**config.mk**
```make
export PLATFORM = sky130hd
export DESIGN_NAME = xmodem_checksum_sender_flat
export DESIGN_NICKNAME = d
export VERILOG_FILES = /design/src/rtl/xcs_pkg.sv /design/src/rtl/xcs_in_if.sv /design/src/rtl/xcs_out_if.sv /design/src/rtl/xcs_front.sv /design/src/rtl/xcs_queue.sv /design/src/rtl/xcs_back.sv /design/src/rtl/xmodem_checksum_sender.sv /design/src/flat_wrapper.sv
export SDC_FILE = /design/constraint.sdc
export NUM_CORES = 1
export LEC_CHECK = 0
export BUFFER_PORTS_ARGS = -buffer_cell sky130_fd_sc_hd__buf_2
export CAP_MARGIN = 20
export CORE_ASPECT_RATIO = 1.5
export CORE_MARGIN = 2
export CORE_UTILIZATION = 50
export CTS_CLUSTER_DIAMETER = 40
export DETAILED_ROUTE_END_ITERATION = 16
export GPL_ROUTABILITY_DRIVEN = 0
export PLACE_DENSITY = 0.67
export SLEW_MARGIN = 20
export SYNTH_ARGS = -nofsm -noshare
export SYNTH_HDL_FRONTEND = slang
export SYNTH_SLANG_ARGS = --single-unit
```
**constraint.sdc**
```tcl
create_clock -name clk -period 7.1 [get_ports clk]
set_input_delay 1.42 -clock clk [delete_from_list [all_inputs] [get_ports clk]]
set_output_delay 1.42 -clock clk [all_outputs]
set_load 0.02 [all_outputs]
```
**src/rtl/xcs_pkg.sv**
```systemverilog
// ----------------------------------------------------------------------------
// xcs_pkg
// Shared types, character codes and result builders for the XMODEM
// checksum sender.
// ----------------------------------------------------------------------------
package xcs_pkg;

  localparam int BLOCK_BYTES_DEF = 128;
  localparam int QUEUE_DEPTH_DEF = 2;

  localparam logic [7:0] CH_SOH = 8'h01;
  localparam logic [7:0] CH_EOT = 8'h04;
  localparam logic [7:0] CH_ACK = 8'h06;
  localparam logic [7:0] CH_NAK = 8'h15;
  localparam logic [7:0] CH_CAN = 8'h18;

  localparam logic [3:0] RETRIES_RST    = 4'd3;
  localparam logic [7:0] START_CHAR_RST = 8'h33;

  localparam logic [2:0] KIND_START  = 3'd0;
  localparam logic [2:0] KIND_DATA   = 3'd1;
  localparam logic [2:0] KIND_ANSWER = 3'd2;
  localparam logic [2:0] KIND_TICK   = 3'd3;
  localparam logic [2:0] KIND_EOF    = 3'd4;

  localparam logic [2:0] EV_SEND        = 3'd0;
  localparam logic [2:0] EV_REJECT      = 3'd1;
  localparam logic [2:0] EV_DONE        = 3'd2;
  localparam logic [2:0] EV_NAK_ABORT   = 3'd3;
  localparam logic [2:0] EV_RETRY_ABORT = 3'd4;
  localparam logic [2:0] EV_START_FAIL  = 3'd5;

  localparam logic CFG_RETRIES    = 1'b0;
  localparam logic CFG_START_CHAR = 1'b1;

  typedef struct packed {
    logic [3:0] answer_retries;
    logic [7:0] start_char;
  } cfg_t;

  typedef struct packed {
    logic [7:0] tx_byte;
    logic [2:0] event_res;
    logic       is_send;
  } res_t;

  // Up to four results caused by one transaction
  typedef struct packed {
    logic [2:0]      count;
    res_t [3:0]      ent;
  } pkt_t;

  function automatic res_t mk_send(input logic [7:0] b);
    res_t r;
    r.tx_byte   = b;
    r.event_res = EV_SEND;
    r.is_send   = 1'b1;
    return r;
  endfunction

  function automatic res_t mk_res(input logic [7:0] b, input logic [2:0] ev,
                                  input logic snd);
    res_t r;
    r.tx_byte   = b;
    r.event_res = ev;
    r.is_send   = snd;
    return r;
  endfunction

endpackage

```
**src/rtl/xcs_in_if.sv**
```systemverilog
// ----------------------------------------------------------------------------
// xcs_in_if
// Input item channel: kind and value with valid/ready.
// ----------------------------------------------------------------------------
interface xcs_in_if;
  logic       valid;
  logic       ready;
  logic [2:0] kind;
  logic [7:0] value;

  modport source (output valid, kind, value, input ready);
  modport sink   (input valid, kind, value, output ready);
endinterface

```
**src/rtl/xcs_out_if.sv**
```systemverilog
// ----------------------------------------------------------------------------
// xcs_out_if
// Result channel: one byte or event per transaction with valid/ready.
// ----------------------------------------------------------------------------
interface xcs_out_if;
  logic       valid;
  logic       ready;
  logic [7:0] tx_byte;
  logic [2:0] event_res;
  logic       is_send;
  logic       last;

  modport source (output valid, tx_byte, event_res, is_send, last, input ready);
  modport sink   (input valid, tx_byte, event_res, is_send, last, output ready);
endinterface

```
**src/rtl/xcs_front.sv**
```systemverilog
// ----------------------------------------------------------------------------
// xcs_front
// Session state machine: while the queue has room, takes one item per
// cycle, updates the framing state and queues the bytes/events it yields.
// ----------------------------------------------------------------------------
module xcs_front #(
  parameter int BLOCK_BYTES = xcs_pkg::BLOCK_BYTES_DEF
) (
  input  logic           clk,
  input  logic           rst,
  input  xcs_pkg::cfg_t  cfg,
  xcs_in_if.sink         item_in,
  output logic           push,
  output xcs_pkg::pkt_t  push_pkt,
  input  logic           push_ready
);

  localparam int PW = $clog2(BLOCK_BYTES + 1);

  localparam logic [2:0] PH_IDLE   = 3'd0;
  localparam logic [2:0] PH_START  = 3'd1;
  localparam logic [2:0] PH_DATA   = 3'd2;
  localparam logic [2:0] PH_PAD    = 3'd3;
  localparam logic [2:0] PH_ANSWER = 3'd4;

  logic [2:0]    phase, phase_next;
  logic [7:0]    block_seq, block_seq_next;
  logic [PW-1:0] byte_pos, byte_pos_next;
  logic [7:0]    running_sum, running_sum_next;
  logic [3:0]    retries_left, retries_left_next;
  logic          eof_seen, eof_seen_next;
  xcs_pkg::pkt_t pkt;
  logic          accept;
  logic [PW-1:0] pos_inc;
  logic          full;
  logic [7:0]    sum_add;

  assign item_in.ready = push_ready;
  assign accept        = item_in.valid && push_ready;
  assign pos_inc       = byte_pos + PW'(1);
  assign full          = pos_inc >= PW'(BLOCK_BYTES);
  assign sum_add       = running_sum + item_in.value;

  always_comb begin
    phase_next        = phase;
    block_seq_next    = block_seq;
    byte_pos_next     = byte_pos;
    running_sum_next  = running_sum;
    retries_left_next = retries_left;
    eof_seen_next     = eof_seen;
    pkt               = '0;
    pkt.count         = 3'd1;
    pkt.ent[0]        = xcs_pkg::mk_res(8'h00, xcs_pkg::EV_REJECT, 1'b0);
    case (phase)
      PH_IDLE: begin
        if (item_in.kind == xcs_pkg::KIND_START) begin
          block_seq_next    = 8'd1;
          byte_pos_next     = '0;
          running_sum_next  = '0;
          retries_left_next = cfg.answer_retries;
          eof_seen_next     = 1'b0;
          phase_next        = PH_START;
          pkt.ent[0]        = xcs_pkg::mk_send(cfg.start_char);
        end
      end
      PH_START: begin
        if (item_in.kind == xcs_pkg::KIND_TICK) begin
          pkt.ent[0] = xcs_pkg::mk_send(cfg.start_char);
        end else if (item_in.kind == xcs_pkg::KIND_ANSWER) begin
          if (item_in.value == xcs_pkg::CH_NAK) begin
            phase_next = PH_DATA;
            pkt.count  = 3'd0;
          end else begin
            phase_next = PH_IDLE;
            pkt.ent[0] = xcs_pkg::mk_res(8'h00, xcs_pkg::EV_START_FAIL, 1'b0);
          end
        end
      end
      PH_DATA: begin
        if (item_in.kind == xcs_pkg::KIND_DATA) begin
          running_sum_next = sum_add;
          byte_pos_next    = pos_inc;
          if (byte_pos == '0) begin
            pkt.count  = 3'd4;
            pkt.ent[0] = xcs_pkg::mk_send(xcs_pkg::CH_SOH);
            pkt.ent[1] = xcs_pkg::mk_send(block_seq);
            pkt.ent[2] = xcs_pkg::mk_send(~block_seq);
            pkt.ent[3] = xcs_pkg::mk_send(item_in.value);
          end else begin
            pkt.ent[0] = xcs_pkg::mk_send(item_in.value);
            if (full) begin
              pkt.count         = 3'd2;
              pkt.ent[1]        = xcs_pkg::mk_send(sum_add);
              phase_next        = PH_ANSWER;
              retries_left_next = cfg.answer_retries;
            end
          end
        end else if (item_in.kind == xcs_pkg::KIND_TICK) begin
          pkt.count = 3'd0;
        end else if (item_in.kind == xcs_pkg::KIND_EOF) begin
          eof_seen_next = 1'b1;
          if (byte_pos == '0) begin
            pkt.ent[0] = xcs_pkg::mk_res(xcs_pkg::CH_EOT, xcs_pkg::EV_DONE, 1'b1);
            phase_next = PH_IDLE;
          end else begin
            pkt.count  = 3'd0;
            phase_next = PH_PAD;
          end
        end
      end
      PH_PAD: begin
        if (item_in.kind == xcs_pkg::KIND_TICK) begin
          byte_pos_next = pos_inc;
          pkt.ent[0]    = xcs_pkg::mk_send(8'h00);
          if (full) begin
            pkt.count         = 3'd2;
            pkt.ent[1]        = xcs_pkg::mk_send(running_sum);
            phase_next        = PH_ANSWER;
            retries_left_next = cfg.answer_retries;
          end
        end
      end
      PH_ANSWER: begin
        if (item_in.kind == xcs_pkg::KIND_ANSWER &&
            item_in.value == xcs_pkg::CH_ACK) begin
          block_seq_next    = block_seq + 8'd1;
          byte_pos_next     = '0;
          running_sum_next  = '0;
          retries_left_next = cfg.answer_retries;
          if (eof_seen) begin
            pkt.ent[0] = xcs_pkg::mk_res(xcs_pkg::CH_EOT, xcs_pkg::EV_DONE, 1'b1);
            phase_next = PH_IDLE;
          end else begin
            pkt.count  = 3'd0;
            phase_next = PH_DATA;
          end
        end else if (item_in.kind == xcs_pkg::KIND_ANSWER &&
                     item_in.value == xcs_pkg::CH_NAK) begin
          pkt.count  = 3'd3;
          pkt.ent[0] = xcs_pkg::mk_send(xcs_pkg::CH_EOT);
          pkt.ent[1] = xcs_pkg::mk_send(xcs_pkg::CH_CAN);
          pkt.ent[2] = xcs_pkg::mk_res(xcs_pkg::CH_CAN, xcs_pkg::EV_NAK_ABORT, 1'b1);
          phase_next = PH_IDLE;
        end else if (item_in.kind == xcs_pkg::KIND_ANSWER ||
                     item_in.kind == xcs_pkg::KIND_TICK) begin
          if (retries_left != '0) begin
            retries_left_next = retries_left - 4'd1;
            pkt.count         = 3'd0;
          end else begin
            pkt.count  = 3'd4;
            pkt.ent[0] = xcs_pkg::mk_send(xcs_pkg::CH_EOT);
            pkt.ent[1] = xcs_pkg::mk_send(xcs_pkg::CH_EOT);
            pkt.ent[2] = xcs_pkg::mk_send(xcs_pkg::CH_EOT);
            pkt.ent[3] = xcs_pkg::mk_res(xcs_pkg::CH_EOT, xcs_pkg::EV_RETRY_ABORT,
                                         1'b1);
            phase_next = PH_IDLE;
          end
        end
      end
      default: begin
        phase_next = PH_IDLE;
      end
    endcase
  end

  assign push     = accept && (pkt.count != 3'd0);
  assign push_pkt = pkt;

  always_ff @(posedge clk) begin
    if (rst) begin
      phase        <= PH_IDLE;
      block_seq    <= 8'd1;
      byte_pos     <= '0;
      running_sum  <= '0;
      retries_left <= xcs_pkg::RETRIES_RST;
      eof_seen     <= 1'b0;
    end else if (accept) begin
      phase        <= phase_next;
      block_seq    <= block_seq_next;
      byte_pos     <= byte_pos_next;
      running_sum  <= running_sum_next;
      retries_left <= retries_left_next;
      eof_seen     <= eof_seen_next;
    end
  end

endmodule

```
**src/rtl/xcs_queue.sv**
```systemverilog
// ----------------------------------------------------------------------------
// xcs_queue
// Short queue of result groups between the front and back ends.
// ----------------------------------------------------------------------------
module xcs_queue #(
  parameter int DEPTH = xcs_pkg::QUEUE_DEPTH_DEF
) (
  input  logic          clk,
  input  logic          rst,
  input  logic          wr_en,
  input  xcs_pkg::pkt_t wr_pkt,
  output logic          wr_ready,
  output logic          rd_valid,
  output xcs_pkg::pkt_t rd_pkt,
  input  logic          rd_en
);

  localparam int AW = (DEPTH > 1) ? $clog2(DEPTH) : 1;
  localparam int CW = $clog2(DEPTH + 1);

  xcs_pkg::pkt_t mem [DEPTH];
  logic [AW-1:0] wr_ptr, rd_ptr;
  logic [CW-1:0] fill;
  logic          do_wr, do_rd;

  assign wr_ready = fill != CW'(DEPTH);
  assign rd_valid = fill != '0;
  assign rd_pkt   = mem[rd_ptr];
  assign do_wr    = wr_en && wr_ready;
  assign do_rd    = rd_en && rd_valid;

  always_ff @(posedge clk) begin
    if (do_wr) begin
      mem[wr_ptr] <= wr_pkt;
    end
  end

  always_ff @(posedge clk) begin
    if (rst) begin
      wr_ptr <= '0;
      rd_ptr <= '0;
      fill   <= '0;
    end else begin
      if (do_wr) begin
        wr_ptr <= (wr_ptr == AW'(DEPTH - 1)) ? '0 : wr_ptr + AW'(1);
      end
      if (do_rd) begin
        rd_ptr <= (rd_ptr == AW'(DEPTH - 1)) ? '0 : rd_ptr + AW'(1);
      end
      if (do_wr && !do_rd) begin
        fill <= fill + CW'(1);
      end else if (do_rd && !do_wr) begin
        fill <= fill - CW'(1);
      end
    end
  end

endmodule

```
**src/rtl/xcs_back.sv**
```systemverilog
// ----------------------------------------------------------------------------
// xcs_back
// Unpacks each queued group into single results behind an output register.
// ----------------------------------------------------------------------------
module xcs_back (
  input  logic          clk,
  input  logic          rst,
  input  logic          rd_valid,
  input  xcs_pkg::pkt_t rd_pkt,
  output logic          rd_en,
  xcs_out_if.source     result_out
);

  logic [1:0]    idx;
  logic          load;
  logic          is_last;
  logic          out_valid;
  xcs_pkg::res_t out_res;
  logic          out_last;

  assign load    = rd_valid && (!out_valid || result_out.ready);
  assign is_last = {1'b0, idx} == (rd_pkt.count - 3'd1);
  assign rd_en   = load && is_last;

  always_ff @(posedge clk) begin
    if (rst) begin
      out_valid <= 1'b0;
      idx       <= '0;
    end else begin
      if (load) begin
        out_valid <= 1'b1;
        idx       <= is_last ? 2'd0 : idx + 2'd1;
      end else if (result_out.ready) begin
        out_valid <= 1'b0;
      end
    end
  end

  always_ff @(posedge clk) begin
    if (load) begin
      out_res  <= rd_pkt.ent[idx];
      out_last <= is_last;
    end
  end

  assign result_out.valid     = out_valid;
  assign result_out.tx_byte   = out_res.tx_byte;
  assign result_out.event_res = out_res.event_res;
  assign result_out.is_send   = out_res.is_send;
  assign result_out.last      = out_last;

endmodule

```
**src/rtl/xmodem_checksum_sender.sv**
```systemverilog
// ----------------------------------------------------------------------------
// xmodem_checksum_sender
// XMODEM checksum-variant transmit framer.
// ----------------------------------------------------------------------------
// One item is taken per cycle while the result queue has room; each item
// yields zero to four results (up to four for a block opening or an
// abort), delivered one per cycle while the receiver is ready, so the
// sustained rate is set by the output port. The session state machine
// updates in the cycle an item is accepted; a queue of QUEUE_DEPTH result
// groups and an output register decouple it from a stalled receiver.
module xmodem_checksum_sender #(
  parameter int BLOCK_BYTES = xcs_pkg::BLOCK_BYTES_DEF,
  parameter int QUEUE_DEPTH = xcs_pkg::QUEUE_DEPTH_DEF
) (
  input  logic       clk,
  input  logic       rst,
  input  logic       cfg_wr_en,
  input  logic       cfg_index,
  input  logic [7:0] cfg_data,
  xcs_in_if.sink     item_in,
  xcs_out_if.source  result_out
);

  xcs_pkg::cfg_t cfg;
  logic          push, push_ready;
  xcs_pkg::pkt_t push_pkt, rd_pkt;
  logic          rd_valid, rd_en;

  always_ff @(posedge clk) begin
    if (rst) begin
      cfg.answer_retries <= xcs_pkg::RETRIES_RST;
      cfg.start_char     <= xcs_pkg::START_CHAR_RST;
    end else if (cfg_wr_en) begin
      case (cfg_index)
        xcs_pkg::CFG_RETRIES:    cfg.answer_retries <= cfg_data[3:0];
        xcs_pkg::CFG_START_CHAR: cfg.start_char     <= cfg_data;
        default: begin
        end
      endcase
    end
  end

  xcs_front #(.BLOCK_BYTES(BLOCK_BYTES)) u_front (
    .clk        (clk),
    .rst        (rst),
    .cfg        (cfg),
    .item_in    (item_in),
    .push       (push),
    .push_pkt   (push_pkt),
    .push_ready (push_ready)
  );

  xcs_queue #(.DEPTH(QUEUE_DEPTH)) u_queue (
    .clk      (clk),
    .rst      (rst),
    .wr_en    (push),
    .wr_pkt   (push_pkt),
    .wr_ready (push_ready),
    .rd_valid (rd_valid),
    .rd_pkt   (rd_pkt),
    .rd_en    (rd_en)
  );

  xcs_back u_back (
    .clk        (clk),
    .rst        (rst),
    .rd_valid   (rd_valid),
    .rd_pkt     (rd_pkt),
    .rd_en      (rd_en),
    .result_out (result_out)
  );

  a_event_is_last: assert property (@(posedge clk) disable iff (rst)
    result_out.valid && result_out.event_res != xcs_pkg::EV_SEND |-> result_out.last)
    else $error("outcome event not marked last");

  a_nosend_zero: assert property (@(posedge clk) disable iff (rst)
    result_out.valid && !result_out.is_send |-> result_out.tx_byte == 8'h00)
    else $error("non-send result carries a byte");

  a_push_room: assert property (@(posedge clk) disable iff (rst)
    push |-> push_ready)
    else $error("result group pushed into full queue");

  a_pop_valid: assert property (@(posedge clk) disable iff (rst)
    rd_en |-> rd_valid && rd_pkt.count != 3'd0)
    else $error("pop from empty queue");

endmodule
```
**src/flat_wrapper.sv**
```systemverilog
// flat-port wrapper written by rule: the top's interface ports become plain ports
module xmodem_checksum_sender_flat 
#(
  parameter int BLOCK_BYTES = xcs_pkg::BLOCK_BYTES_DEF,
  parameter int QUEUE_DEPTH = xcs_pkg::QUEUE_DEPTH_DEF
)
  (clk, rst, cfg_wr_en, cfg_index, cfg_data, item_in_valid, item_in_kind, item_in_value, item_in_ready, result_out_valid, result_out_tx_byte, result_out_event_res, result_out_is_send, result_out_last, result_out_ready);
  xcs_in_if item_in_i ();
  xcs_out_if result_out_i ();
  input  logic clk;
  input  logic rst;
  input  logic cfg_wr_en;
  input  logic cfg_index;
  input  logic [7:0] cfg_data;
  input wire logic [$bits(item_in_i.valid)-1:0] item_in_valid;
  input wire logic [$bits(item_in_i.kind)-1:0] item_in_kind;
  input wire logic [$bits(item_in_i.value)-1:0] item_in_value;
  output wire logic [$bits(item_in_i.ready)-1:0] item_in_ready;
  output wire logic [$bits(result_out_i.valid)-1:0] result_out_valid;
  output wire logic [$bits(result_out_i.tx_byte)-1:0] result_out_tx_byte;
  output wire logic [$bits(result_out_i.event_res)-1:0] result_out_event_res;
  output wire logic [$bits(result_out_i.is_send)-1:0] result_out_is_send;
  output wire logic [$bits(result_out_i.last)-1:0] result_out_last;
  input wire logic [$bits(result_out_i.ready)-1:0] result_out_ready;
  assign item_in_i.valid = item_in_valid;
  assign item_in_i.kind = item_in_kind;
  assign item_in_i.value = item_in_value;
  assign item_in_ready = item_in_i.ready;
  assign result_out_valid = result_out_i.valid;
  assign result_out_tx_byte = result_out_i.tx_byte;
  assign result_out_event_res = result_out_i.event_res;
  assign result_out_is_send = result_out_i.is_send;
  assign result_out_last = result_out_i.last;
  assign result_out_i.ready = result_out_ready;
  xmodem_checksum_sender #(.BLOCK_BYTES(BLOCK_BYTES), .QUEUE_DEPTH(QUEUE_DEPTH)) u_core (.clk(clk), .rst(rst), .cfg_wr_en(cfg_wr_en), .cfg_index(cfg_index), .cfg_data(cfg_data), .item_in(item_in_i), .result_out(result_out_i));
endmodule
```
* Yosys cells after proc, flatten, opt, wreduce, memory -nomap -nowiden
Memories as Yosys holds them, arrays and structs flattened. A register that Yosys moved wholly into a read port is not among the register bits.
Cells that the tools add are included.
** Word-level totals
- Bits in latches :: 0
- Register bits :: 64
- Memory bits (read-only) :: 0
- RAM bits :: 102
- Memories :: 1
** Memories
- u_core.u_queue.mem :: depth 2, bits a word 51, read ports 1, clocked after memory_dff 1, write ports 1, RTL line xcs_queue.sv:21 : xcs_pkg::pkt_t mem [DEPTH];
** Operators by class
- Equal/unequal tests :: 30
- $add $sub $neg :: 10
- Mux-type cells :: 94
- Order comparisons :: 2
- Reduce and logical (&&, ||, !) cells :: 35
- Div/mod/pow operators :: 0
- $mul :: 0
- Shift-type cells :: 0
- Bitwise operators :: 2
** Operators with widths (count)
- $mux 36 :: 3
- $mux 12 :: 8
- $mux 24 :: 3
- $pmux 12 s5 :: 1
- $mux 3 :: 19
- $mux 8 :: 7
- $mux 51 :: 1
- $pmux 24 s2 :: 1
- $mux 4 :: 11
- $mux 43 :: 1
- $pmux 12 s3 :: 1
- $pmux 8 s4 :: 1
- $mux 7 :: 4
- $bmux 12 s2 :: 1
- $pmux 8 s3 :: 1
- $ne 2x2->1 const B :: 11
- $mux 1 :: 19
- $ne 3x3->1 const B :: 6
- $add 8x1->8 const B :: 2
- $pmux 4 s4 :: 1
- $pmux 8 s2 :: 1
- $pmux 3 s5 :: 1
- $mux 2 :: 7
- $eq 3x2->1 const B :: 4
- 32 further kinds :: 58

* Depth between registers and ports, before layout
- Depth in word-level cells :: 13
- Gate-level depth with buffers :: 12
- Depth with buffers taken out :: 11

* Modules after synthesis
A second synthesis with hierarchy kept.
** Unflattened totals
- Cell total of the unflattened synthesis :: 680
- Area, all modules :: 8109.0 um^2
** Modules (own cells, without submodules)
- xcs_queue :: cells each 183, instances 1, area each 3890.0 um^2
- xcs_front :: cells each 394, instances 1, area each 2810.2 um^2
- xcs_back :: cells each 53, instances 1, area each 898.4 um^2
- xmodem_checksum_sender :: cells each 50, instances 1, area each 510.5 um^2

* Worst setup path before layout
Ideal clock, no wire load.
- Path kind :: input -> register
- Start :: input port item_in_kind[1]
- End :: memory u_core.u_queue.mem[0][0] in the netlist's numbering (enable)
- Required time :: 6.649 ns
- Cell stages on the path :: 7
- Path slack :: 1.734 ns
- Arrival :: 4.916 ns
- Path buffers :: 1
- Cells stage by stage :: clkbuf_1 nor3b_1 nand2_1 a211oi_1 nor4_2 a41oi_1 nor2b_1
** On the way
- Word-level cells in the longest chain between the ends :: 11
** RTL lines
- start: declaration :: RTL line flat_wrapper.sv:16 : input wire logic [$bits(item_in_i.kind)-1:0] item_in_kind;
- $eq 3x2->1 (on tied branches)
- $logic_or 1x1->1 :: RTL line xcs_front.sv:144 : end else if (item_in.kind == xcs_pkg::KIND_ANSWER ||
- $mux 51 :: RTL line xcs_front.sv:144
- $mux 3 :: RTL line xcs_front.sv:137 : end else if (item_in.kind == xcs_pkg::KIND_ANSWER &&
- $mux 3 :: RTL line xcs_front.sv:124 : if (item_in.kind == xcs_pkg::KIND_ANSWER &&
- $pmux 3 s4 (*) :: RTL line xcs_front.sv:54 : case (phase)
- $reduce_bool 3->1 (*) :: RTL line xcs_front.sv:166 : assign push = accept && (pkt.count != 3'd0);
- $logic_and 1x1->1 (*) :: RTL line xcs_front.sv:166
- $logic_and 1x1->1 (*) :: RTL line xcs_queue.sv:29 : assign do_wr = wr_en && wr_ready;
- named net u_core.u_queue.do_wr :: RTL line xcs_queue.sv:24 : logic do_wr, do_rd;
- $mux 1 (*) :: RTL line xcs_queue.sv:33 : if (do_wr) begin
- $mux 1 (implied by the code) (*) :: RTL line xcs_queue.sv:34 : mem[wr_ptr] <= wr_pkt;
- end: declaration :: RTL line xcs_queue.sv:21
Mark *: on every way through the listed nets, which the timed path passes. The rest lies on a longest branch.

* Final worst setup path
- Start :: input port item_in_kind[2]
- End :: memory u_core.u_queue.mem[1][34] in the netlist's numbering (enable)
Same word-level chain as after synthesis.

==> metrics list <==
* Run status: finished, final reports clean
- The commonest cells after synthesis are edfxtp_1 (101), nand2_1 (57), dfxtp_1 (52).
* Global route total overflow: 0
* Deepest clock path buffer count: 2
- Antenna violations before repair: 0
- The worst hold path begins at u_core.cfg[6].
- Mean instance size in the synthesized netlist: 11.6 um^2
* Netlist area before placement: around 7300 um^2
- Unrepaired setup endpoints after global routing: false
* Insertion delay to the later sink of the worst-skew pair: 0.42 ns
* Fin util: 58.0%
- The largest total area in the synthesized netlist belongs to edfxtp_1.
* Logic depth of the worst register-to-register path: 7
- Post_cts resized: 0
- Worst VDD drop: 0.000178 V
- With fillers left out, the area of the finished cells amounts to between 8000 and 9000 um^2.
* TritonCTS clock tree: done
- Type of the worst setup path: in -> reg
* Maximum frequency from static timing analysis: between 0.2 and 0.25 GHz
- DP Area: 7590 um^2
- In this run the worst hold path is classified as reg -> reg.
- Post-synth top area share: 41.8%
- Library cell with the highest instance count after synthesis: edfxtp_1
- Counting distinct cell types in the post-synthesis netlist gives 63.
* Hold Path Depth: 2
* Syn_nets: 666
* Proportion of register bits with asynchronous set or reset after synthesis: 0%
- Mapped Cells: 627
* Antenna diode instance count: 0
- Wires add up to 16,200 um.
- Global-route wire length before repair: 26,300 um
- The tool flagged a number of max-cap violations equal to 0.
- Subtracting the final worst setup slack from the clock period gives 4.69 ns.
- Signed area change from the synthesized netlist to the final layout: 12.9%
* Average wire per standard cell: ~19 um
- Buffers inserted during post-CTS setup optimization: 0
* Total global-route track usage: roughly 22%
* Pin count of the biggest net entering global routing: 45
* Height of the die: 152 um
- Number of ports placed on the die boundary: 40
- Number of filler cells placed in the layout: 1,143
* Core outline area: between 10,000 and 15,000 um^2
- Sequential cell area: 4070 um^2
* Arrival time at the worst endpoint: approximately 4.7 ns
- Startpoint types: input port
* Synthesized flop and latch total: 153
- For this block, the initial DRC count from the detailed router was 400.
- Count of placed standard cells in the final layout, fillers left out: 860
* H-tree depth reported by CTS: 4
- The analysis attributes to cell leakage a power of 2.96 nW.
- Once the floorplan was initialized, standard cells occupied 51.4% of the core.
- Vias after detailed routing: 5,196
- Sequential cells were found to cover 56.2% of the synthesized design area.
- Number of enable-type register cells in the synthesized netlist: 101
- On the final layout, the worst clock skew is 0.0120 ns.
- In the final timing run, aggregate negative setup slack is 0 ns.
- Clk root buf: clkbuf_16
- Yosys warning total: 0
- Most used flip-flop cell after synthesis: edfxtp_1
- For this design, the sink count on the clock tree is between 150 and 200.
- In this run the critical register-to-register path is captured at u_core.u_queue.mem[0][31].
* Start of the worst register-to-register path: u_core.u_front.phase[0]
- Buffers added on ports: 39
- At the end of the flow, the number of nets in the layout was just under 700.
* Worst-Margin Slew: between 1 and 1.5 ns
* Count of hold buffers inserted by post-cts repair: 0
- Count of nets left with antenna violations after detail routing: 0
- Hold Violations, Final: 0
* PwrDens: 334 nW/um^2
- Chip width: 102 um
* Detailed-route vias per instance: 6.04
- The max-slew violation total from the final report is 0.
* Pre-Repair DR Iteration Count: 5
- Counting tap cells, the placed design contains a total of 828 instances.
- Across all register-to-register paths, the minimum setup slack is 3.09 ns.
- The via count of the first global-routing pass was 5,093.
- End point of the worst hold path: u_core.cfg[6]
- The number of clock buffers added by TritonCTS is 17.
- In the routed design, unresolved DRC markers number 0.
- HPWL reported at the end of detailed placement: 11,700 um
* Worst slew margin relative to its limit: 25.3%
- Maximum fanout count along the critical path: 44
- Clock slew at the register clock pins of the worst setup and hold paths: around 0.07 ns
* Biggest area contributors in the synthesized netlist: edfxtp_1 (42%), dfxtp_1 (14%), mux4_2 (5.6%)
- For the worst setup path, the data required time is roughly 7.1 ns.
* Share of final-layout standard cells stronger than drive strength 1: 17.5%
- Endpoint class of the critical path: flip-flop
* Die Footprint: 15,500 um^2
- Final setup vio count: 0
- Footprint of the multi-input gates: 2960 um^2
- Crit share post-route: 66.1%
* Row Count: 53
worst max-delay path, stage by stage:
cell and delay (ns):
buf_2 0.18, or3b_1 0.52, a2111oi_0 0.98, o31ai_1 0.25
nor4_2 0.51, a41oi_1 0.25, and2_2 0.58
routing by layer:
| metal | global-route usage (%) | wire length, um |
|---|---|---|
| met1 | 27.5 | 6510 |
| met3 | 4.82 | 750 |
| met4 | 11.3 | 670 |
| met2 | 37.1 | 8310 |
| met5 | 0 | 0 |
placed cells by master (no fill, tap or decap), types with 3 or more instances in the layout:
master and count:
nor2b_1 3, clkbuf_16 17, inv_8 5, nand3b_1 5, and3_1 6, a21oi_1 39, nand3_1 27, or2_2 3
o211ai_1 6, buf_2 39, a211o_1 8, a221oi_1 3, clkinv_8 4, xor2_1 12, inv_6 3, xnor2_1 12
nand4_1 10, mux2i_1 15, a22o_1 6, nor2_1 43, nor3_1 17, nor3b_1 4, ha_1 13, dfxtp_1 52
mux4_2 18, a211oi_1 4, edfxtp_1 101, o31ai_1 3, or3_1 11, nand2b_1 9, and2_1 10, a21o_1 3
mux2_2 10, nand2_1 57, o41ai_1 3, o21ai_0 20, inv_1 20, buf_4 6
through the flow:
step	setup WS (ns)	total power, mW	hold WS, ns
after CTS	2.47	2.76	0.472
after global routing	2.21	2.87	0.487
final	2.41	2.73	0.466
after floorplan	1.73	1.70	0.435
after global placement	2.23	1.85	0.448
after detailed placement	2.03	1.87	0.461
where the power goes:
group	total [mW]	switching (mW)	internal (mW)
Sequential	1.19	0.0580	1.13
Combinational	0.658	0.385	0.273
Clock	0.886	0.411	0.474
Total	2.73	0.854	1.88
cells by family (layout without fill, tap and decap cells):
family,count (synthesis),after routing,share of synthesized area (%)
muxes,43,43,9.21
and+or+nand+nor,219,219,15.3
adders and majority gates,14,14,2.52
DFF,153,153,56.2
buffers and inverters,56,97,3.12
xor gates and xnor gates,24,24,2.90
AOI/OAI and AO/OA,118,118,10.8
flip-flops by register name, summed over array words and instances, names as in the netlist, named ones only:
signal,cells
u_core.u_back.result_out.event_res,3
u_core.u_back.result_out.last,1
u_core.u_queue.wr_ptr,1
u_core.u_back.result_out.is_send,1
u_core.u_front.byte_pos,8
u_core.u_back.result_out.valid,1
u_core.u_queue.fill,2
u_core.cfg,12
u_core.u_back.idx,2
u_core.u_front.eof_seen,1
u_core.u_front.phase,3
u_core.u_queue.rd_ptr,1
u_core.u_queue.mem,88
u_core.u_front.retries_left,4
u_core.u_front.block_seq,8
u_core.u_front.running_sum,8
u_core.u_back.result_out.tx_byte,8
worst max-delay path by stage:
stage / endpoint / cells past startpoint / slack [ns] / from
finish: u_core.u_queue.mem[1][34] / 7 / 2.41 / item_in_kind[2]
detailed placement: u_core.u_queue.mem[1][45] / 7 / 2.03 / item_in_kind[2]
global route: u_core.u_queue.mem[1][20] / 7 / 2.21 / item_in_kind[2]
global placement: u_core.u_queue.mem[0][22] / 8 / 2.23 / item_in_kind[0]
floorplan: u_core.u_queue.mem[0][0] / 7 / 1.73 / item_in_kind[1]
CTS: u_core.u_queue.mem[1][34] / 7 / 2.47 / item_in_kind[2]
final cells by class:
cell class	count	share of cell area [%]
inverter	20	0.916
multi-input combinational	418	36.2
timing repair buffer	45	2.93
clock buffer	17	5.19
clock inverter	15	2.11
sequential	153	49.7
tap	192	2.93
Power figures use the tool's default switching activity.
